### config.mk
export PLATFORM = sky130hd
export DESIGN_NAME = sparse_polynomial_evaluator
export DESIGN_NICKNAME = d
export VERILOG_FILES = /design/src/design/spe_pkg.sv /design/src/design/spe_useq.sv /design/src/design/spe_dpath.sv /design/src/design/sparse_polynomial_evaluator.sv
export SDC_FILE = /design/constraint.sdc
export NUM_CORES = 2
export LEC_CHECK = 0
export CORE_MARGIN = 2
export CORE_UTILIZATION = 55
export CTS_CLUSTER_DIAMETER = 120
export DETAILED_ROUTE_END_ITERATION = 8
export DONT_BUFFER_PORTS = 1
export PLACE_DENSITY_LB_ADDON = 0.3
export SLEW_MARGIN = 20
export SYNTH_ARGS = -nofsm -noshare
export SYNTH_HDL_FRONTEND = slang
export SYNTH_SLANG_ARGS = --single-unit
export TNS_END_PERCENT = 30
### constraint.sdc
create_clock -name clk -period 11.8 [get_ports clk]
set_input_delay 1.18 -clock clk [delete_from_list [all_inputs] [get_ports clk]]
set_output_delay 1.18 -clock clk [all_outputs]
set_load 0.01 [all_outputs]
### src/design/spe_pkg.sv
`timescale 1ns / 1ps
`default_nettype none
// ----------------------------------------------------------------------------
// spe_pkg
// Shared types, constants and the microcode program of the sparse polynomial
// evaluator.
// ----------------------------------------------------------------------------
package spe_pkg;

  localparam int COEF_W  = 16;
  localparam int DEG_W   = 4;
  localparam int X_W     = 16;
  localparam int VAL_W   = 48;
  localparam int STAT_W  = 3;
  localparam int TOTAL_W = 5;
  localparam int P_W     = 48;
  localparam int PROD_W  = 64;
  localparam int UPC_W   = 5;

  // Saturation bounds of the power register and of the result (Q31.16).
  localparam logic signed [PROD_W-1:0] LIM_MAX = 64'sd140737488355327;
  localparam logic signed [PROD_W-1:0] LIM_MIN = -64'sd140737488355328;
  // Bound on the magnitude of a single term.
  localparam logic signed [PROD_W-1:0] TERM_MAX = 64'sd18014398509481984;
  localparam logic signed [PROD_W-1:0] TERM_MIN = -64'sd18014398509481984;
  localparam logic signed [P_W-1:0]    P_MAX    = 48'sh7FFF_FFFF_FFFF;
  localparam logic signed [P_W-1:0]    P_MIN    = 48'sh8000_0000_0000;
  localparam logic signed [P_W-1:0]    P_ONE    = 48'sd65536;

  typedef enum logic [1:0] {
    ACT_ADD    = 2'd0,
    ACT_REMOVE = 2'd1,
    ACT_EVAL   = 2'd2,
    ACT_NONE   = 2'd3
  } action_t;

  typedef enum logic [STAT_W-1:0] {
    ST_OK        = 3'd0,
    ST_DUPLICATE = 3'd1,
    ST_NOT_FOUND = 3'd2,
    ST_FULL      = 3'd3,
    ST_OVERFLOW  = 3'd4
  } status_t;

  typedef enum logic [3:0] {
    OP_NOP,
    OP_LATCH,
    OP_INC_IDX,
    OP_WRITE_NEW,
    OP_SET_DUP,
    OP_SET_NF,
    OP_SET_FULL,
    OP_SHIFT_WR,
    OP_DEC_COUNT,
    OP_LOAD_TERM,
    OP_MUL_LO,
    OP_MUL_HI,
    OP_POW_UPD,
    OP_ACC_TERM,
    OP_FINISH,
    OP_EMIT
  } op_t;

  typedef enum logic [3:0] {
    C_NEXT,
    C_ALWAYS,
    C_NO_START,
    C_ACT_EVAL,
    C_ACT_NONE,
    C_ACT_REM,
    C_IDX_END,
    C_MATCH,
    C_FULL,
    C_DCNT_ZERO
  } cond_t;

  typedef enum logic {
    B_X,
    B_COEF
  } bsel_t;

  typedef logic [UPC_W-1:0] upc_t;

  typedef struct packed {
    op_t   op;
    bsel_t bsel;
  } ctrl_t;

  typedef struct packed {
    ctrl_t ctrl;
    cond_t cond;
    upc_t  target;
  } ucw_t;

  typedef struct packed {
    logic act_eval;
    logic act_none;
    logic act_rem;
    logic idx_end;
    logic match;
    logic full;
    logic dcnt_zero;
  } flags_t;

  // Entry points of the program.
  localparam upc_t U_IDLE    = 5'd0;
  localparam upc_t U_DISP    = 5'd1;
  localparam upc_t U_DISP2   = 5'd2;
  localparam upc_t U_SRCH    = 5'd3;
  localparam upc_t U_SRCH2   = 5'd4;
  localparam upc_t U_SRCH3   = 5'd5;
  localparam upc_t U_NF      = 5'd6;
  localparam upc_t U_NF2     = 5'd7;
  localparam upc_t U_ADD     = 5'd8;
  localparam upc_t U_FULL    = 5'd9;
  localparam upc_t U_REM_NF  = 5'd10;
  localparam upc_t U_FOUND   = 5'd11;
  localparam upc_t U_DUP     = 5'd12;
  localparam upc_t U_REM     = 5'd13;
  localparam upc_t U_SHIFT   = 5'd14;
  localparam upc_t U_SHIFT2  = 5'd15;
  localparam upc_t U_REM_END = 5'd16;
  localparam upc_t U_EV_LOOP = 5'd17;
  localparam upc_t U_LOAD    = 5'd18;
  localparam upc_t U_POW     = 5'd19;
  localparam upc_t U_POW_LO  = 5'd20;
  localparam upc_t U_POW_HI  = 5'd21;
  localparam upc_t U_POW_UPD = 5'd22;
  localparam upc_t U_TERM    = 5'd23;
  localparam upc_t U_TERM_HI = 5'd24;
  localparam upc_t U_ACC     = 5'd25;
  localparam upc_t U_FIN     = 5'd26;
  localparam upc_t U_DONE    = 5'd27;

  function automatic ucw_t uw(input op_t op, input bsel_t bs, input cond_t c,
                              input upc_t t);
    ucw_t w;
    w.ctrl.op   = op;
    w.ctrl.bsel = bs;
    w.cond      = c;
    w.target    = t;
    return w;
  endfunction

  // The control store. A step whose condition holds jumps to its target,
  // otherwise the sequencer moves on to the next step.
  function automatic ucw_t ucode_rom(input upc_t a);
    ucw_t w;
    unique case (a)
      U_IDLE:    w = uw(OP_LATCH,     B_X,    C_NO_START,  U_IDLE);
      U_DISP:    w = uw(OP_NOP,       B_X,    C_ACT_EVAL,  U_EV_LOOP);
      U_DISP2:   w = uw(OP_NOP,       B_X,    C_ACT_NONE,  U_DONE);
      U_SRCH:    w = uw(OP_NOP,       B_X,    C_IDX_END,   U_NF);
      U_SRCH2:   w = uw(OP_NOP,       B_X,    C_MATCH,     U_FOUND);
      U_SRCH3:   w = uw(OP_INC_IDX,   B_X,    C_ALWAYS,    U_SRCH);
      U_NF:      w = uw(OP_NOP,       B_X,    C_ACT_REM,   U_REM_NF);
      U_NF2:     w = uw(OP_NOP,       B_X,    C_FULL,      U_FULL);
      U_ADD:     w = uw(OP_WRITE_NEW, B_X,    C_ALWAYS,    U_DONE);
      U_FULL:    w = uw(OP_SET_FULL,  B_X,    C_ALWAYS,    U_DONE);
      U_REM_NF:  w = uw(OP_SET_NF,    B_X,    C_ALWAYS,    U_DONE);
      U_FOUND:   w = uw(OP_NOP,       B_X,    C_ACT_REM,   U_REM);
      U_DUP:     w = uw(OP_SET_DUP,   B_X,    C_ALWAYS,    U_DONE);
      U_REM:     w = uw(OP_INC_IDX,   B_X,    C_NEXT,      U_IDLE);
      U_SHIFT:   w = uw(OP_NOP,       B_X,    C_IDX_END,   U_REM_END);
      U_SHIFT2:  w = uw(OP_SHIFT_WR,  B_X,    C_ALWAYS,    U_SHIFT);
      U_REM_END: w = uw(OP_DEC_COUNT, B_X,    C_ALWAYS,    U_DONE);
      U_EV_LOOP: w = uw(OP_NOP,       B_X,    C_IDX_END,   U_FIN);
      U_LOAD:    w = uw(OP_LOAD_TERM, B_X,    C_NEXT,      U_IDLE);
      U_POW:     w = uw(OP_NOP,       B_X,    C_DCNT_ZERO, U_TERM);
      U_POW_LO:  w = uw(OP_MUL_LO,    B_X,    C_NEXT,      U_IDLE);
      U_POW_HI:  w = uw(OP_MUL_HI,    B_X,    C_NEXT,      U_IDLE);
      U_POW_UPD: w = uw(OP_POW_UPD,   B_X,    C_ALWAYS,    U_POW);
      U_TERM:    w = uw(OP_MUL_LO,    B_COEF, C_NEXT,      U_IDLE);
      U_TERM_HI: w = uw(OP_MUL_HI,    B_COEF, C_NEXT,      U_IDLE);
      U_ACC:     w = uw(OP_ACC_TERM,  B_X,    C_ALWAYS,    U_EV_LOOP);
      U_FIN:     w = uw(OP_FINISH,    B_X,    C_NEXT,      U_IDLE);
      U_DONE:    w = uw(OP_EMIT,      B_X,    C_ALWAYS,    U_IDLE);
      default:   w = uw(OP_NOP,       B_X,    C_ALWAYS,    U_IDLE);
    endcase
    return w;
  endfunction

endpackage : spe_pkg
`default_nettype wire

### src/design/spe_useq.sv
`timescale 1ns / 1ps
`default_nettype none
// ----------------------------------------------------------------------------
// spe_useq
// Microcode sequencer: step counter, control store and jump logic.
// ----------------------------------------------------------------------------
module spe_useq
  import spe_pkg::*;
(
  input  wire    clk,
  input  wire    rst_n,
  input  wire    start,
  input  flags_t flags,
  output ctrl_t  ctrl,
  output logic   busy
);

  upc_t pc_r;
  upc_t pc_nxt;
  ucw_t ucw;
  logic taken;

  assign ucw  = ucode_rom(pc_r);
  assign ctrl = ucw.ctrl;
  assign busy = (pc_r != U_IDLE);

  always_comb begin
    unique case (ucw.cond)
      C_NEXT:      taken = 1'b0;
      C_ALWAYS:    taken = 1'b1;
      C_NO_START:  taken = !start;
      C_ACT_EVAL:  taken = flags.act_eval;
      C_ACT_NONE:  taken = flags.act_none;
      C_ACT_REM:   taken = flags.act_rem;
      C_IDX_END:   taken = flags.idx_end;
      C_MATCH:     taken = flags.match;
      C_FULL:      taken = flags.full;
      C_DCNT_ZERO: taken = flags.dcnt_zero;
      default:     taken = 1'b1;
    endcase
    pc_nxt = taken ? ucw.target : pc_r + upc_t'(1);
  end

  always_ff @(posedge clk) begin
    if (!rst_n) begin
      pc_r <= U_IDLE;
    end else begin
      pc_r <= pc_nxt;
    end
  end

endmodule : spe_useq
`default_nettype wire

### src/design/spe_dpath.sv
`timescale 1ns / 1ps
`default_nettype none
// ----------------------------------------------------------------------------
// spe_dpath
// Datapath: term memory, search index, power and product registers, two
// shared 24x16 multipliers, the accumulator and the result register.
// ----------------------------------------------------------------------------
module spe_dpath
  import spe_pkg::*;
#(
  parameter int MAX_TERMS = 16
)(
  input  wire                        clk,
  input  wire                        rst_n,
  input  ctrl_t                      ctrl,
  input  wire  [1:0]                 in_action,
  input  wire  signed [COEF_W-1:0]   in_coef_in,
  input  wire  [DEG_W-1:0]           in_degree_in,
  input  wire  signed [X_W-1:0]      in_x_value,
  output flags_t                     flags,
  output logic                       out_valid,
  output logic signed [VAL_W-1:0]    out_poly_value,
  output logic [STAT_W-1:0]          out_status,
  output logic [TOTAL_W-1:0]         out_term_total
);

  localparam int CW = $clog2(MAX_TERMS + 1);
  localparam int AW = (MAX_TERMS > 1) ? $clog2(MAX_TERMS) : 1;

  // Term memory.
  logic signed [COEF_W-1:0] coef_mem [MAX_TERMS];
  logic [DEG_W-1:0]         deg_mem  [MAX_TERMS];
  logic                     mem_we;
  logic [AW-1:0]            wr_addr;
  logic signed [COEF_W-1:0] wr_coef;
  logic [DEG_W-1:0]         wr_deg;
  logic [CW-1:0]            idx_dec;
  logic signed [COEF_W-1:0] rd_coef_r;
  logic [DEG_W-1:0]         rd_deg_r;

  // Control state.
  logic [CW-1:0] count_r, count_nxt;
  logic          out_valid_r, out_valid_nxt;

  // Working registers.
  action_t                  act_r, act_nxt;
  logic signed [COEF_W-1:0] coef_r, coef_nxt;
  logic [DEG_W-1:0]         deg_r, deg_nxt;
  logic signed [X_W-1:0]    x_r, x_nxt;
  logic [CW-1:0]            idx_r, idx_nxt;
  logic signed [P_W-1:0]    p_r, p_nxt;
  logic [DEG_W-1:0]         dcnt_r, dcnt_nxt;
  logic signed [COEF_W-1:0] tcoef_r, tcoef_nxt;
  logic                     clamped_r, clamped_nxt;
  logic signed [PROD_W-1:0] prod_r, prod_nxt;
  logic signed [PROD_W-1:0] sum_r, sum_nxt;
  logic                     ovf_r, ovf_nxt;
  logic signed [VAL_W-1:0]  val_r, val_nxt;
  status_t                  st_r, st_nxt;
  logic signed [VAL_W-1:0]  oval_r, oval_nxt;
  status_t                  ost_r, ost_nxt;
  logic [TOTAL_W-1:0]       otot_r, otot_nxt;

  // Arithmetic.
  logic signed [COEF_W-1:0] b_op;
  logic signed [40:0]       mul_lo;
  logic signed [39:0]       mul_hi;
  logic signed [PROD_W-1:0] pq;
  logic signed [PROD_W-1:0] tcl;
  logic                     t_over;
  logic                     s_over;

  assign idx_dec = idx_r - CW'(1);
  assign mem_we  = (ctrl.op == OP_WRITE_NEW) || (ctrl.op == OP_SHIFT_WR);
  assign wr_addr = (ctrl.op == OP_WRITE_NEW) ? count_r[AW-1:0] : idx_dec[AW-1:0];
  assign wr_coef = (ctrl.op == OP_WRITE_NEW) ? coef_r : rd_coef_r;
  assign wr_deg  = (ctrl.op == OP_WRITE_NEW) ? deg_r : rd_deg_r;

  // The read port follows the index every cycle, so data for a new index
  // passes through idx_r and then the read registers before it is usable.
  always_ff @(posedge clk) begin
    if (mem_we) begin
      coef_mem[wr_addr] <= wr_coef;
      deg_mem[wr_addr]  <= wr_deg;
    end
    rd_coef_r <= coef_mem[idx_r[AW-1:0]];
    rd_deg_r  <= deg_mem[idx_r[AW-1:0]];
  end

  // The power register is split at bit 24: the low half is taken as unsigned,
  // the high half as signed, and the two partial products are summed.
  assign b_op   = (ctrl.bsel == B_X) ? x_r : tcoef_r;
  assign mul_lo = $signed({1'b0, p_r[23:0]}) * b_op;
  assign mul_hi = $signed(p_r[47:24]) * b_op;
  assign pq     = prod_r >>> 8;

  always_comb begin
    t_over = 1'b1;
    if (prod_r > TERM_MAX) begin
      tcl = TERM_MAX;
    end else if (prod_r < TERM_MIN) begin
      tcl = TERM_MIN;
    end else begin
      tcl    = prod_r;
      t_over = 1'b0;
    end
  end

  assign s_over = ovf_r || (sum_r > LIM_MAX) || (sum_r < LIM_MIN);

  always_comb begin
    count_nxt     = count_r;
    out_valid_nxt = 1'b0;
    act_nxt       = act_r;
    coef_nxt      = coef_r;
    deg_nxt       = deg_r;
    x_nxt         = x_r;
    idx_nxt       = idx_r;
    p_nxt         = p_r;
    dcnt_nxt      = dcnt_r;
    tcoef_nxt     = tcoef_r;
    clamped_nxt   = clamped_r;
    prod_nxt      = prod_r;
    sum_nxt       = sum_r;
    ovf_nxt       = ovf_r;
    val_nxt       = val_r;
    st_nxt        = st_r;
    oval_nxt      = oval_r;
    ost_nxt       = ost_r;
    otot_nxt      = otot_r;
    unique case (ctrl.op)
      OP_NOP: begin
      end
      OP_LATCH: begin
        act_nxt  = action_t'(in_action);
        coef_nxt = in_coef_in;
        deg_nxt  = in_degree_in;
        x_nxt    = in_x_value;
        idx_nxt  = '0;
        sum_nxt  = '0;
        ovf_nxt  = 1'b0;
        val_nxt  = '0;
        st_nxt   = ST_OK;
      end
      OP_INC_IDX: begin
        idx_nxt = idx_r + CW'(1);
      end
      OP_WRITE_NEW: begin
        count_nxt = count_r + CW'(1);
      end
      OP_SET_DUP: begin
        st_nxt = ST_DUPLICATE;
      end
      OP_SET_NF: begin
        st_nxt = ST_NOT_FOUND;
      end
      OP_SET_FULL: begin
        st_nxt = ST_FULL;
      end
      OP_SHIFT_WR: begin
        idx_nxt = idx_r + CW'(1);
      end
      OP_DEC_COUNT: begin
        count_nxt = count_r - CW'(1);
      end
      OP_LOAD_TERM: begin
        p_nxt       = P_ONE;
        dcnt_nxt    = rd_deg_r;
        tcoef_nxt   = rd_coef_r;
        clamped_nxt = 1'b0;
      end
      OP_MUL_LO: begin
        prod_nxt = {{(PROD_W - 41){mul_lo[40]}}, mul_lo};
      end
      OP_MUL_HI: begin
        prod_nxt = prod_r + {mul_hi, 24'd0};
      end
      OP_POW_UPD: begin
        dcnt_nxt = dcnt_r - DEG_W'(1);
        if (pq > LIM_MAX) begin
          p_nxt       = P_MAX;
          clamped_nxt = 1'b1;
        end else if (pq < LIM_MIN) begin
          p_nxt       = P_MIN;
          clamped_nxt = 1'b1;
        end else begin
          p_nxt = pq[P_W-1:0];
        end
      end
      OP_ACC_TERM: begin
        sum_nxt = sum_r + tcl;
        ovf_nxt = ovf_r || t_over || (clamped_r && (tcoef_r != '0));
        idx_nxt = idx_r + CW'(1);
      end
      OP_FINISH: begin
        if (s_over) begin
          val_nxt = sum_r[PROD_W-1] ? P_MIN : P_MAX;
          st_nxt  = ST_OVERFLOW;
        end else begin
          val_nxt = sum_r[VAL_W-1:0];
        end
      end
      OP_EMIT: begin
        out_valid_nxt = 1'b1;
        oval_nxt      = val_r;
        ost_nxt       = st_r;
        otot_nxt      = TOTAL_W'(count_r);
      end
      default: begin
      end
    endcase
  end

  always_ff @(posedge clk) begin
    if (!rst_n) begin
      count_r     <= '0;
      out_valid_r <= 1'b0;
    end else begin
      count_r     <= count_nxt;
      out_valid_r <= out_valid_nxt;
    end
  end

  always_ff @(posedge clk) begin
    act_r     <= act_nxt;
    coef_r    <= coef_nxt;
    deg_r     <= deg_nxt;
    x_r       <= x_nxt;
    idx_r     <= idx_nxt;
    p_r       <= p_nxt;
    dcnt_r    <= dcnt_nxt;
    tcoef_r   <= tcoef_nxt;
    clamped_r <= clamped_nxt;
    prod_r    <= prod_nxt;
    sum_r     <= sum_nxt;
    ovf_r     <= ovf_nxt;
    val_r     <= val_nxt;
    st_r      <= st_nxt;
    oval_r    <= oval_nxt;
    ost_r     <= ost_nxt;
    otot_r    <= otot_nxt;
  end

  assign flags.act_eval  = (act_r == ACT_EVAL);
  assign flags.act_none  = (act_r == ACT_NONE);
  assign flags.act_rem   = (act_r == ACT_REMOVE);
  assign flags.idx_end   = (idx_r == count_r);
  assign flags.match     = (rd_deg_r == deg_r);
  assign flags.full      = (count_r == CW'(MAX_TERMS));
  assign flags.dcnt_zero = (dcnt_r == '0);

  assign out_valid      = out_valid_r;
  assign out_poly_value = oval_r;
  assign out_status     = ost_r;
  assign out_term_total = otot_r;

endmodule : spe_dpath
`default_nettype wire

### src/design/sparse_polynomial_evaluator.sv
`timescale 1ns / 1ps
`default_nettype none
// ----------------------------------------------------------------------------
// sparse_polynomial_evaluator
// Term table with add, remove and evaluate requests, run by a microcoded
// sequencer over a memory-backed datapath.
// ----------------------------------------------------------------------------
// One request is taken when start is high and busy is low; busy then stays
// high until the result has been loaded, and exactly one result follows each
// request, shown for a single cycle with out_valid high. The receiver cannot
// stall, so it must capture the result in that cycle. Work is strictly one
// request at a time. Add and remove search the table with the steps U_SRCH,
// U_SRCH2 and U_SRCH3 for each stored term looked at, and a remove then
// shifts the later terms down with U_SHIFT and U_SHIFT2 for each. Evaluation
// loads each stored term, builds its power of x by repeated multiplication,
// one degree step at a time, and multiplies it by the coefficient; every
// power step and every term product goes through the low-half and then the
// high-half 24x16 multiplier. Degrees are distinct: an add of a degree that
// is already stored is refused as a duplicate.
// ----------------------------------------------------------------------------
module sparse_polynomial_evaluator
  import spe_pkg::*;
#(
  parameter int MAX_TERMS = 16
)(
  input  wire                       clk,
  input  wire                       rst_n,
  input  wire                       start,
  output logic                      busy,
  input  wire  [1:0]                in_action,
  input  wire  signed [COEF_W-1:0]  in_coef_in,
  input  wire  [DEG_W-1:0]          in_degree_in,
  input  wire  signed [X_W-1:0]     in_x_value,
  output logic                      out_valid,
  output logic signed [VAL_W-1:0]   out_poly_value,
  output logic [STAT_W-1:0]         out_status,
  output logic [TOTAL_W-1:0]        out_term_total
);

  ctrl_t  ctrl;
  flags_t flags;

  spe_useq u_useq (
    .clk   (clk),
    .rst_n (rst_n),
    .start (start),
    .flags (flags),
    .ctrl  (ctrl),
    .busy  (busy)
  );

  spe_dpath #(
    .MAX_TERMS (MAX_TERMS)
  ) u_dpath (
    .clk            (clk),
    .rst_n          (rst_n),
    .ctrl           (ctrl),
    .in_action      (in_action),
    .in_coef_in     (in_coef_in),
    .in_degree_in   (in_degree_in),
    .in_x_value     (in_x_value),
    .flags          (flags),
    .out_valid      (out_valid),
    .out_poly_value (out_poly_value),
    .out_status     (out_status),
    .out_term_total (out_term_total)
  );

endmodule : sparse_polynomial_evaluator
`default_nettype wire
Word-level counts from Yosys, hierarchy flattened
Memory sizes are Yosys's and may differ from the RTL's. A register that Yosys moved wholly into a read port is not among the register bits.
Index checks and enable logic that the tools add are counted.
{"block": "word_totals", "mem_count": 3, "in_bits": 41, "out_inout_bits": 58, "ff_bits": 359, "wordCells": 122, "ramBits": 320, "rom_bits": 448}
{"block": "op_classes", "magnitude_cmp": 6, "n_reduce_logical": 21, "add_sub_neg": 8, "mux": 31, "n_mul": 2, "n_eq_ne": 31}
{"memory": "(name not given)", "words": 32, "word_bits": 14, "read_ports": 1, "rd_ports_with_merged_regs": 1, "write_ports": 0, "line_no": "spe_pkg.sv:149", "rtl": "unique case (a)"}
{"memory": "u_dpath.coef_mem", "words": 16, "word_bits": 16, "read_ports": 1, "rd_ports_with_merged_regs": 1, "write_ports": 1, "line_no": "spe_dpath.sv:31", "rtl": "logic signed [COEF_W-1:0] coef_mem [MAX_TERMS];"}
{"memory": "u_dpath.deg_mem", "words": 16, "word_bits": 4, "read_ports": 1, "rd_ports_with_merged_regs": 1, "write_ports": 1, "line_no": "spe_dpath.sv:32", "rtl": "logic [DEG_W-1:0] deg_mem [MAX_TERMS];"}
{"operator": "64-bit one-hot mux with 2 select lines", "count": 2}
{"operator": "48-bit two-way mux", "count": 4}
{"operator": "48-bit one-hot mux with 2 select lines", "count": 2}
{"operator": "64-bit adder", "count": 2}
{"operator": "64-bit two-way mux", "count": 2}
{"operator": "64-bit by 48-bit greater-than comparator with 1-bit output, second input constant", "count": 1}
{"operator": "64-bit by 56-bit greater-than comparator with 1-bit output, second input constant", "count": 1}
{"operator": "64-bit by 48-bit < comparator with 1-bit output, second input constant", "count": 1}
{"operator": "64-bit by 55-bit < comparator with 1-bit output, second input constant", "count": 1}
{"operator": "56-bit by 48-bit greater-than comparator with 1-bit output, second input constant", "count": 1}
{"operator": "56-bit by 48-bit < comparator with 1-bit output, second input constant", "count": 1}
{"operator": "25-bit by 16-bit multiplier with 41-bit output", "count": 1}
{"operator": "4-bit == test, second input constant", "count": 10}
{"operator": "24-bit by 16-bit multiplier with 40-bit output", "count": 1}
{"operator": "4-bit by 3-bit == test with 1-bit output, second input constant", "count": 8}
{"operator": "16-bit two-way mux", "count": 2}
{"operator": "5-bit one-hot mux with 2 select lines", "count": 2}
{"operator": "4-bit by 2-bit == test with 1-bit output, second input constant", "count": 4}
{"operator": "16-bit nonzero test", "count": 1}
{"operator": "5-bit by 1-bit adder with 5-bit output, second input constant", "count": 3}
{"operator": "3-bit one-hot mux with 5 select lines", "count": 1}
{"operator": "2-bit nonzero test", "count": 6}
{"operator": "5-bit two-way mux", "count": 2}
{"operator": "5-bit nonzero test", "count": 2}
{"operator": "22 further kinds", "count": 38}

Longest topological paths before layout
{"block": "logic_depth", "depth_word": 6, "mapped_depth": 39, "depth_no_buf": 35}

Hierarchy
From an unflattened synthesis, not the netlist that was laid out.
{"block": "hier_totals", "hier_cells": 5587, "area_unflattened_um2": 60165.2}
{"module": "spe_dpath", "seq_area_each_um2": 20579.7, "area_each_um2": 58494.9, "n_inst": 1, "cells_each": 5376}
{"module": "spe_useq", "seq_area_each_um2": 380.4, "area_each_um2": 1670.4, "n_inst": 1, "cells_each": 211}

Least setup slack after synthesis
Ideal clock, no wire load.
{"block": "synth_path", "kind": "reg-to-reg", "from": "reg u_useq.ucw[9] (netlist name)", "to": "reg u_dpath.prod_r[63] (data pin)", "required_time_ns": 11.546, "n_path_buf": 4, "setup_slack_ns": 2.890, "path_stages_with_launch": 38, "synth_period_minus_slack_ns": 8.910, "setup_time_ns": 0.254, "t_arrival_ns": 8.656, "cell_sequence": "dfxtp_1 clkbuf_1 buf_1 mux2_2 clkbuf_1 clkbuf_1 nand2_1 fa_1 inv_1 fa_1 inv_1 fa_1 inv_1 fa_1 fa_1 inv_1 fa_1 inv_1 [... 2 more ...] a211oi_1 o211ai_1 o21a_1 and3_1 a311o_1 nand3_1 nand2_1 xor2_1 ha_1 a21o_1 a21o_1 a21oi_1 o21bai_1 a21oi_1 o211a_1 o31ai_2 xnor2_1 a21o_1"}
{"block": "synth_between", "elab_chain_cells": 4, "word_cells_on_any_way": 5, "classes_between": "add/sub (1); mul (2); mux (2)"}
{"item": "16-bit two-way mux *", "line_no": "spe_dpath.sv:92", "rtl": "assign b_op = (ctrl.bsel == B_X) ? x_r : tcoef_r;"}
{"item": "24-bit by 16-bit multiplier with 40-bit output", "line_no": "spe_dpath.sv:94", "rtl": "assign mul_hi = $signed(p_r[47:24]) * b_op;"}
{"item": "64-bit adder", "line_no": "spe_dpath.sv:176", "rtl": "prod_nxt = prod_r + {mul_hi, 24'd0};"}
{"item": "64-bit one-hot mux with 2 select lines *", "line_no": "spe_dpath.sv:131", "rtl": "unique case (ctrl.op)"}
{"item": "net u_dpath.prod_nxt[63]", "line_no": "spe_dpath.sv:55", "rtl": "logic signed [PROD_W-1:0] prod_r, prod_nxt;"}
{"item": "end signal, assigned", "line_no": "spe_dpath.sv:234", "rtl": "prod_r <= prod_nxt;"}
{"item": "end, declared", "line_no": "spe_dpath.sv:55"}
Mark *: on every way through the listed nets, which the timed path passes. The rest lies on a longest branch.
A chain may end at the register's enable or synchronous reset.

Final worst setup path
{"block": "layout_path", "from": "reg u_useq.ucw[9] (netlist name)", "to": "reg u_dpath.prod_r[63] (data pin)"}
{"block": "layout_between", "elab_chain_cells": 4, "word_cells_on_any_way": 5, "classes_between": "add/sub (1); mul (2); mux (2)"}
{"item": "16-bit two-way mux *", "line_no": "spe_dpath.sv:92"}
{"item": "24-bit by 16-bit multiplier with 40-bit output", "line_no": "spe_dpath.sv:94"}
{"item": "64-bit adder", "line_no": "spe_dpath.sv:176"}
{"item": "64-bit one-hot mux with 2 select lines *", "line_no": "spe_dpath.sv:131"}
{"item": "net u_dpath.prod_nxt[63]", "line_no": "spe_dpath.sv:55"}
Marked as above.

==> results.py <==
metrics = {
    "place": {
        "io_buffers": 0,
        "hpwl_um": 106000,
        "gp_congestion": 0.916,
        "placed_cells": 6831,
    },
    "cells_and_area": {
        "layoutNonFillerInstCount": 6954,
        "area_growth_pct": 5.92,
        "multi_input_area_sq_um": 35200,
        "fill_cells": 8957,
        "nNetsFinal": 6569,
        "regArea_sq_um": 21000,
        "layout-drive-gt1-share_pct": 6.19,
    },
    "sta": {
        "rsz0062_at_grt": "no",
        "finalCriticalPeriod_ns": 10.14,
        "slew-limit-headroom_pct": 25.9,
        "finalSetupViolations": 0,
        "finalCritPeriodShare_pct": 85.9,
        "hold_violations": 0,
        "worst_pin_slew_ns": 1.11,
        "final_max_slew_viol_count": 0,
        "tns_ns": 0,
        "max_freq_mhz": 98.6,
        "clock_skew_ns": 0.0526,
    },
    "setup_path": {
        "worstReg2RegEnd": "u_dpath.prod_r[63]$_DFFE_PP_",
        "cpPeakStageDelay_ns": 0.89,
        "slowest_stage": "dfxtp_1",
        "startpoint_type": "flip-flop",
        "worstRegToRegCells": 32,
        "r2r_start": "u_useq.ucw[9]$_SDFF_PN0_",
        "ff2ff_setup_slack_ns": 1.66,
        "cp_num_buf_inv": 4,
        "path_max_fanout": 35,
        "crit_required_ns": 12.22,
        "critical_path_class": "flip-flop to flip-flop",
        "worst_path_most_repeated_cell": "fa_1",
        "cp_top_family": "adder cells",
        "end_kind": "flip-flop",
        "cp.arrival_ns": 10.56,
    },
    "synthesis": {
        "synth_cell_types": 96,
        "synth.net_count": 6720,
        "synthCells": 5638,
        "synth_adder_area_share_pct": 30.2,
        "synth.cell_area_sq_um": 60100,
        "async_reset_ff_share_pct": 0,
        "synth_simple_gate_area_share_pct": 13.8,
        "synthMuxAreaShare_pct": 4.13,
        "synth-seq-cells": 713,
        "dominantRegCellSynth": "edfxtp_1",
        "synth_top_family_by_area": "adder cells",
        "yosysSeqAreaShare_pct": 34.9,
        "synth_compound_area_share_pct": 7.43,
        "synth_xor_area_share_pct": 2.64,
        "synth_edf_count": 668,
        "synth.avg_cell_area_sq_um": 10.7,
        "yosys_warnings": 0,
    },
    "global_route": {
        "grt_max_degree": 66,
        "grt_antenna_before_repair": 7,
        "grt_overflow_total": 0,
        "grt_pass1_vias": 41600,
        "track_usage_pct": 26.9,
        "grt_pass1_wl_um": 234000,
    },
    "floorplan": {
        "pin_count": 99,
        "die_h_um": 335,
        "start_util_pct": 55.3,
        "fp.dieW_um": 335,
        "die_area_sq_um": 112000,
        "core-area_sq_um": 109000,
        "fp-row-count": 121,
    },
    "clock_network": {
        "root_buffer": "clkbuf_16",
        "clk_pin_slew_ns": 0.07,
        "clock_latency_ns": 0.67,
        "cts_sinks": 713,
        "cts_buffer_depth": 3,
        "cts_tree": "yes",
        "postCtsSetupBuffers": 0,
        "hold_buffers": 0,
        "cts_buffers": 68,
        "h-tree-depth": 3,
        "cts_resized": 0,
    },
    "min_path": {
        "hold_class": "flip-flop to flip-flop",
        "hold_start": "u_dpath.val_r[31]$_SDFFCE_PN0P_",
        "hold-path-cell-count": 0,
        "hold_path_end": "u_dpath.out_poly_value[31]$_DFFE_PP_",
    },
    "detailed_routing": {
        "firstDrtPassIters": 7,
        "avgRoutedWirePerCell_um": 21.2,
        "vias": 40500,
        "ant_nets": 0,
        "via_per_inst": 5.82,
        "drt-total-wl_um": 147000,
        "drt_first_iter_violations": 3163,
        "route.detailed.drc": 0,
    },
    "job": {
        "drv_cap": 0,
    },
    "run_status": {
        "status": "completed",
    },
}
worst max path at each step:
stage                             startpoint                            to  slack [ns]  cells after the start
floorplan           u_useq.ucw[9]$_SDFF_PN0_  u_dpath.prod_r[63]$_DFFE_PP_        2.89                     37
global placement    u_useq.ucw[9]$_SDFF_PN0_  u_dpath.prod_r[63]$_DFFE_PP_        1.97                     32
detailed placement  u_useq.ucw[9]$_SDFF_PN0_  u_dpath.prod_r[63]$_DFFE_PP_        1.82                     32
CTS                 u_useq.ucw[9]$_SDFF_PN0_  u_dpath.prod_r[63]$_DFFE_PP_        1.76                     32
global route        u_useq.ucw[9]$_SDFF_PN0_  u_dpath.prod_r[63]$_DFFE_PP_        1.20                     33
finish              u_useq.ucw[9]$_SDFF_PN0_  u_dpath.prod_r[63]$_DFFE_PP_        1.66                     32
metrics by stage:
step / hold WS [ns] / setup WS, ns / cell area, sq um / utilization (%)
2_1_floorplan: 0.400 / 2.89 / 60100 / -
3_3_place_gp: 0.401 / 1.97 / 61400 / 56.5
3_5_place_dp: 0.405 / 1.82 / 61400 / 56.5
4_1_cts: 0.406 / 1.76 / 63700 / 58.6
5_1_grt: 0.424 / 1.20 / 63700 / 58.6
6_report: 0.408 / 1.66 / 63700 / 58.6
area by class of cell:
cell class | count | area share, %
timing repair buffer | 36 | 0.424
clock buffer | 92 | 2.92
antenna | 1 | 0.00393
tap | 1414 | 2.78
inverter | 852 | 5.02
sequential | 713 | 32.9
multi-input combinational | 3816 | 55.2
clock inverter | 30 | 0.713
sequential cells by signal, summed over array words and instances (netlist names), 14 cells and up:
signal	count
u_dpath.out_poly_value	48
u_dpath.deg_mem	64
u_dpath.coef_mem	256
u_dpath.val_r	48
u_dpath.sum_r	64
u_useq.ucw	14
u_dpath.tcoef_r	16
u_dpath.p_r	48
u_dpath.rd_coef_r	16
u_dpath.prod_r	64
u_dpath.x_r	16
u_dpath.coef_r	16
synthesized netlist by cell type, types with 25 or more instances:
cell,number,share of area (%)
and2_1,299,3.1
nand3_1,58,0.48
inv_1,849,5.3
nor3_1,47,0.39
a21oi_1,197,1.6
xnor2_1,109,1.6
edfxtp_1,668,33
a21o_1,124,1.5
a211oi_1,25,0.31
xor2_1,72,1.0
o21bai_1,25,0.31
mux4_2,94,3.5
nand2b_1,25,0.26
nor2_1,351,2.2
nor4_1,28,0.29
dfxtp_1,45,1.5
or2_2,32,0.33
ha_1,358,7.4
fa_1,683,23
nand2_1,783,4.9
nor2b_1,69,0.72
o21ai_0,103,0.86
clkbuf_1,220,1.4
o21a_1,39,0.49
nand4_1,37,0.38
cells by family (layout without fill, tap and decap cells):
family,count (synthesis),count (layout)
mux,128,128
flops,713,713
compound gates,677,677
fa+ha+maj,1041,1041
buf+inv,1109,1010
xor+xnor,181,181
other cells,0,1
simple gates,1789,1789
routing by layer:
| layer | vias to the layer above | part of all wire, % | global-route usage, % |
|---|---|---|---|
| li1 | 18200 | - | - |
| met4 | 6 | 4.0 | 10.4 |
| met2 | 1446 | 50 | 46.7 |
| met5 | - | 0.024 | 0 |
| met3 | 336 | 6.2 | 3.56 |
| met1 | 20500 | 39 | 34.5 |
worst register-to-register path, delay by kind of cell, from the launching register on:
kind                       cells  cell delay [ns]
and+or+nand+nor                7             1.75
adders and majority gates      8             3.41
xor gates and xnor gates       2             0.24
DFF                            1             0.89
AOI/OAI and AO/OA             10             2.36
buffers and inverters          4             0.67
muxes                          1             0.58
layout by cell type (no fill, tap or decap), types with 109 or more instances in the layout:
master    netlist  layout
nor2_1        351     329
nand2_1       783     781
ha_1          358     358
and2_1        299     298
a21oi_1       197     197
edfxtp_1      668     668
a21o_1        124     124
inv_1         849     848
xnor2_1       109     109
fa_1          683     683
Power is left out: the tool's default activity adds up to more than one toggle a clock period on the data nets, which glitch-free logic cannot reach.
